==> src/hdl/rrc_pkg.sv <==
`default_nettype none
// ----------------------------------------------------------------------------
// rrc_pkg
// Shared types and constants for the rectangle raster canvas.
// ----------------------------------------------------------------------------
package rrc_pkg;

  localparam int MAX_WIDTH_DEF  = 256;
  localparam int MAX_HEIGHT_DEF = 256;
  localparam int FRAC_BITS_DEF  = 8;

  localparam int COORD_W = 24;   // fixed-point corner and size fields
  localparam int SIZE_W  = 9;    // canvas size registers
  localparam int CHAR_W  = 8;    // character values
  localparam int IDX_W   = 8;    // read row and column

  localparam logic [SIZE_W-1:0] CANVAS_WIDTH_RST  = 9'd256;
  localparam logic [SIZE_W-1:0] CANVAS_HEIGHT_RST = 9'd256;
  localparam logic [CHAR_W-1:0] BACKGROUND_RST    = 8'd32;

  typedef enum logic [1:0] {
    REG_CANVAS_WIDTH  = 2'd0,
    REG_CANVAS_HEIGHT = 2'd1,
    REG_BACKGROUND    = 2'd2
  } reg_idx_t;

  typedef enum logic [1:0] {
    OP_DRAW  = 2'd0,
    OP_READ  = 2'd1,
    OP_CLEAR = 2'd2
  } op_t;

  typedef enum logic [1:0] {
    ST_DONE     = 2'd0,
    ST_BAD_SIZE = 2'd1,
    ST_IGNORED  = 2'd2,
    ST_OUTSIDE  = 2'd3
  } status_t;

  typedef enum logic [2:0] {
    S_INIT,
    S_IDLE,
    S_DECODE,
    S_DRAW,
    S_CLEAR,
    S_RESP
  } state_t;

  typedef struct packed {
    logic    load;
    logic    init_step;
    logic    draw_step;
    logic    out_load;
    status_t out_status;
    logic    out_pixel;
  } dp_cmd_t;

  typedef struct packed {
    logic [1:0] op;
    logic       size_bad;
    logic       outside;
    logic       clr_last;
    logic       draw_last;
  } dp_sts_t;

endpackage
`default_nettype wire

==> src/hdl/rrc_ctrl.sv <==
`default_nettype none
// ----------------------------------------------------------------------------
// rrc_ctrl
// Request sequencer: decodes requests, owns the corrupted flag and the
// result handshake.
// ----------------------------------------------------------------------------
module rrc_ctrl
  import rrc_pkg::*;
(
  input  wire logic    clk,
  input  wire logic    rst,
  input  wire logic    s_tvalid,
  output logic         s_tready,
  output logic         m_tvalid,
  input  wire logic    m_tready,
  input  wire dp_sts_t sts,
  output dp_cmd_t      cmd
);

  state_t  state, state_next;
  logic    corrupted, corrupted_next;
  status_t resp_st, resp_st_next;
  logic    resp_pix, resp_pix_next;
  logic    out_valid, out_valid_next;

  always_ff @(posedge clk) begin
    if (rst) begin
      state     <= S_INIT;
      corrupted <= 1'b0;
      out_valid <= 1'b0;
      resp_st   <= ST_DONE;
      resp_pix  <= 1'b0;
    end else begin
      state     <= state_next;
      corrupted <= corrupted_next;
      out_valid <= out_valid_next;
      resp_st   <= resp_st_next;
      resp_pix  <= resp_pix_next;
    end
  end

  always_comb begin
    state_next     = state;
    corrupted_next = corrupted;
    resp_st_next   = resp_st;
    resp_pix_next  = resp_pix;
    s_tready       = 1'b0;
    cmd            = '0;
    cmd.out_status = resp_st;
    cmd.out_pixel  = resp_pix;
    unique case (state)
      S_INIT: begin
        cmd.init_step = 1'b1;
        if (sts.clr_last) begin
          state_next = S_IDLE;
        end
      end
      S_IDLE: begin
        s_tready = 1'b1;
        if (s_tvalid) begin
          cmd.load   = 1'b1;
          state_next = S_DECODE;
        end
      end
      S_DECODE: begin
        resp_st_next  = ST_DONE;
        resp_pix_next = 1'b0;
        state_next    = S_RESP;
        case (sts.op)
          OP_DRAW: begin
            if (corrupted) begin
              resp_st_next = ST_IGNORED;
            end else if (sts.size_bad) begin
              resp_st_next   = ST_BAD_SIZE;
              corrupted_next = 1'b1;
            end else begin
              state_next = S_DRAW;
            end
          end
          OP_READ: begin
            // read data lands at the end of this cycle
            if (sts.outside) begin
              resp_st_next = ST_OUTSIDE;
            end else begin
              resp_pix_next = 1'b1;
            end
          end
          OP_CLEAR: begin
            state_next = S_CLEAR;
          end
          default: begin
          end
        endcase
      end
      S_DRAW: begin
        cmd.draw_step = 1'b1;
        if (sts.draw_last) begin
          state_next = S_RESP;
        end
      end
      S_CLEAR: begin
        cmd.init_step = 1'b1;
        if (sts.clr_last) begin
          corrupted_next = 1'b0;
          state_next     = S_RESP;
        end
      end
      S_RESP: begin
        // hold until the output register frees up
        if (!out_valid || m_tready) begin
          cmd.out_load = 1'b1;
          state_next   = S_IDLE;
        end
      end
      default: begin
        state_next = S_IDLE;
      end
    endcase
  end

  always_comb begin
    if (cmd.out_load) begin
      out_valid_next = 1'b1;
    end else if (m_tready) begin
      out_valid_next = 1'b0;
    end else begin
      out_valid_next = out_valid;
    end
  end

  assign m_tvalid = out_valid;

endmodule
`default_nettype wire

==> config.mk <==
export PLATFORM = sky130hd
export DESIGN_NAME = rrc_ctrl
export DESIGN_NICKNAME = d
export VERILOG_FILES = /design/src/hdl/rrc_pkg.sv /design/src/hdl/rrc_ctrl.sv
export SDC_FILE = /design/constraint.sdc
export NUM_CORES = 1
export LEC_CHECK = 0
export CORE_AREA = 2 2 39 41
export CTS_BUF_LIST = sky130_fd_sc_hd__clkbuf_16
export DETAILED_ROUTE_END_ITERATION = 10
export DIE_AREA = 0 0 41 43
export DONT_BUFFER_PORTS = 1
export REMOVE_ABC_BUFFERS = 1
export SYNTH_ARGS = -nofsm -noshare
export SYNTH_HDL_FRONTEND = slang
export SYNTH_SLANG_ARGS = --single-unit
export TNS_END_PERCENT = 100
==> constraint.sdc <==
create_clock -name clk -period 2.6 [get_ports clk]
set_input_delay 0.26 -clock clk [delete_from_list [all_inputs] [get_ports clk]]
set_output_delay 0.26 -clock clk [all_outputs]
set_load 0.02 [all_outputs]
==> out/qor.log <==
INFO  critical_path  critical_path.startpoint_type=flop
INFO  layout         area_delta_synth_final=13.5%
INFO  drt            drc_errors=0
INFO  timing         final_period_minus_worst_setup_slack=1.87ns
INFO  floorplanning  num_rows=14
INFO  critical_path  critical_path_required=2.34ns
INFO  floorplanning  die_h=43µm
INFO  logic_synthesis yosysWarnings=0
INFO  critical_path  critical_path_peak_fanout=14
INFO  critical_path  crit-reg2reg-launch=state[1]$_SDFFE_PP0P_
INFO  place          post-place-ws=0.899ns
INFO  critical_path  timing.critical_path.to_type=output port
INFO  global_route   grt_util_all_layers=12.9%
INFO  cts            cts_hold_buffers=0
INFO  cts            clock_latency=0.23ns
INFO  cts            number_of_buffers_inserted_during_clock_tree_synthesis=3
INFO  drt            drt_pre_antenna_iters=4
INFO  global_route   grt_start_max_net_pins=15
INFO  logic_synthesis synthesis.area_per_instance=8.28µm²
INFO  global_route   grt_antenna_before_repair=0
INFO  logic_synthesis synthMostInstantiatedCell=dfxtp_1
INFO  logic_synthesis dominant_synthesized_flop_cell=dfxtp_1
INFO  place          finalWeightedCongestion=0.785
INFO  power_and_ir_drop power.leakage=0.000183µW
INFO  global_route   vias_in_the_first_global_route=345
INFO  timing         finalClockSkew=0.000432ns
INFO  cts            cts_max_level=1
INFO  floorplanning  core-area=1380µm²
INFO  run_status     status=finished clean
INFO  logic_synthesis netlist_area=472µm²
INFO  logic_synthesis asyncSetResetFlopFracSynth=0%
INFO  logic_synthesis synth_edf_count=0
INFO  timing         holdWs=0.0953ns
INFO  power_and_ir_drop vdd.ir_drop.worst=0.000453V
INFO  floorplanning  i_o_pins=19
INFO  global_route   met2_track_utilization_from_global_routing=15.9%
INFO  place          port-buffer-count=0
INFO  cts            cts.sinks=8
INFO  hold_path      hold_class=in2reg
INFO  layout         filler_cell_count=145
INFO  floorplanning  die-area=1760µm²
INFO  timing         slew-limit-headroom=71.2%
INFO  logic_synthesis yosys_reg_bits=8
INFO  place          placed_area=460µm²
INFO  hold_path      min_from=rst
INFO  cts            tritoncts=built
INFO  global_route   global_route.usage.met1=17.2%
INFO  critical_path  crit_path_start=state[0]$_SDFFE_PP0P_
INFO  drt            avgRoutedWirePerCell=14.6µm
INFO  timing         setup_slack=0.726ns
INFO  cts            post_cts_resized=0
INFO  drt            number_of_drc_markers_in_iteration_0=14
INFO  layout         finish.net_count=66
INFO  timing         timing.final.setup_violations=0
INFO  layout         sequential_cell_area=160µm²
INFO  cts            cts.repair_timing.setup_buffer_count=0
INFO  layout         final_cell_area=536µm²
INFO  cts            clock_path_buffers=2
INFO  drt            finalWirelength=1030µm
INFO  timing         maxClockFrequency=0.534GHz
INFO  timing         worstMarginPinSlew=0.430ns
INFO  power_and_ir_drop power_density=793nW/µm²
INFO  global_route   first_pass_grt_wire_length=1510µm
INFO  critical_path  crit_arrival=1.61ns
INFO  cts            cts_root_buf=clkbuf_16
INFO  logic_synthesis post_synth_num_cell_types=30
INFO  floorplanning  floorplan.die.width=41µm
INFO  logic_synthesis most_frequent_cells_after_synthesis=dfxtp_1, a21oi_1, nand2_1, nor2_1
INFO  flow_run       cap_violations=0
INFO  drt            route.detailed.vias_per_inst=5.66
INFO  global_route   grt_overflow_total=0
INFO  cts            clkSlewWorstSetupHoldPaths=0.04ns
INFO  timing         slew_violations=0
INFO  logic_synthesis synth_top_cells_by_area=dfxtp_1, a21oi_1, nand2b_1
INFO  logic_synthesis synthDominantAreaCellType=dfxtp_1
INFO  timing         setup-tns-final=0ns
INFO  timing         hold_violations=0
INFO  drt            drt.antenna.violating_nets=0
INFO  drt            route.vias.total=396
INFO  logic_synthesis synth-seq-area-share=34.0%
INFO  layout         multi_input_comb_area=277µm²
INFO  layout         drive_gt1_share=7.41%
INFO  global_route   gr-usage-met3=9.42%
INFO  logic_synthesis synth_top_cell_area_share=34.0%
INFO  timing         unrepaired_setup_endpoints_after_global_routing=no
INFO  logic_synthesis synthesized_instance_count=57
INFO  floorplanning  initial_utilization=34.1%
INFO  global_route   grt-busiest-layer=met1
INFO  layout         n_antenna_cell=0
INFO  critical_path  worstSetupPathType=reg2out
INFO  timing         layout_worst_path_cycle_share=72.1%
cells by family (layout without fill, tap and decap cells):
logic type	after synthesis	after routing	synth area share (%)
mux	1	1	2.12
simple gates	26	26	33.4
flops	8	8	34.0
buf+inv	7	4	7.42
compound gates	15	15	23.1
metal layers:
layer	wire, µm	part of all wire (%)
met1	483	47
met2	441	43
met3	100	9.8
met4	0	0
met5	0	0
power breakdown:
group	internal, µW	switching, µW
logic	14.1	18.9
registers	128	10.2
clock network	198	55.8
path summary, 6_finish.rpt:
| kind | slack [ns] | cells past startpoint | to |
|---|---|---|---|
| setup / recovery | 0.73 | 3 | cmd[6] |
| hold / removal | 0.1 | 1 | resp_pix$_SDFFE_PP0P_ |
| setup reg to reg | 0.89 | 3 | resp_pix$_SDFFE_PP0P_ |
| hold reg to reg | 0.51 | 1 | corrupted$_SDFFE_PP0P_ |
layout make-up:
type | count | area share (%)
Sequential cell | 8 | 29.9
Tap cell | 16 | 3.74
Multi-Input combinational cell | 42 | 51.6
Clock buffer | 3 | 14.0
Inverter | 1 | 0.701
sequential cells by signal, summed over array words and instances (netlist names):
name and cells:
resp_st 2, resp_pix 1, m_tvalid 1, state 3, corrupted 1
worst max-delay path: stages (launching register included):
cell and delay (ns):
dfxtp_1 0.56, nand2b_1 0.14, nor2_1 0.36, and2_1 0.32
cells in the final DEF, fill, tap and decap left out:
master,synthesis,layout
dfxtp_1,8,8
nor2_1,4,4
nand2_1,4,4
a21oi_1,4,4
nor2b_1,3,3
nand2b_1,3,3
clkbuf_16,0,3
and3_1,2,2
o21ai_0,2,2
a211oi_1,2,2
o41ai_1,2,2
inv_1,1,1
and2_1,1,1
or3b_1,1,1
mux2i_1,1,1
or3_1,1,1
or4b_1,1,1
o21ba_2,1,1
or4_1,1,1
nor4_1,1,1
o32a_1,1,1
nand4bb_1,1,1
nor3_1,1,1
a2111o_1,1,1
a22oi_1,1,1
nand3b_1,1,1
nor4b_1,1,1
o21a_1,1,1
metrics by stage:
stage | cells | util [%] | total power (µW)
2_1_floorplan | 51 | - | 166
6_report | 70 | 38.7 | 424
3_3_place_gp | 67 | 33.3 | 171
5_1_grt | 70 | 38.7 | 439
3_5_place_dp | 67 | 33.3 | 172
4_1_cts | 70 | 38.7 | 430
Note: power is estimated with default switching activity, not from simulation.
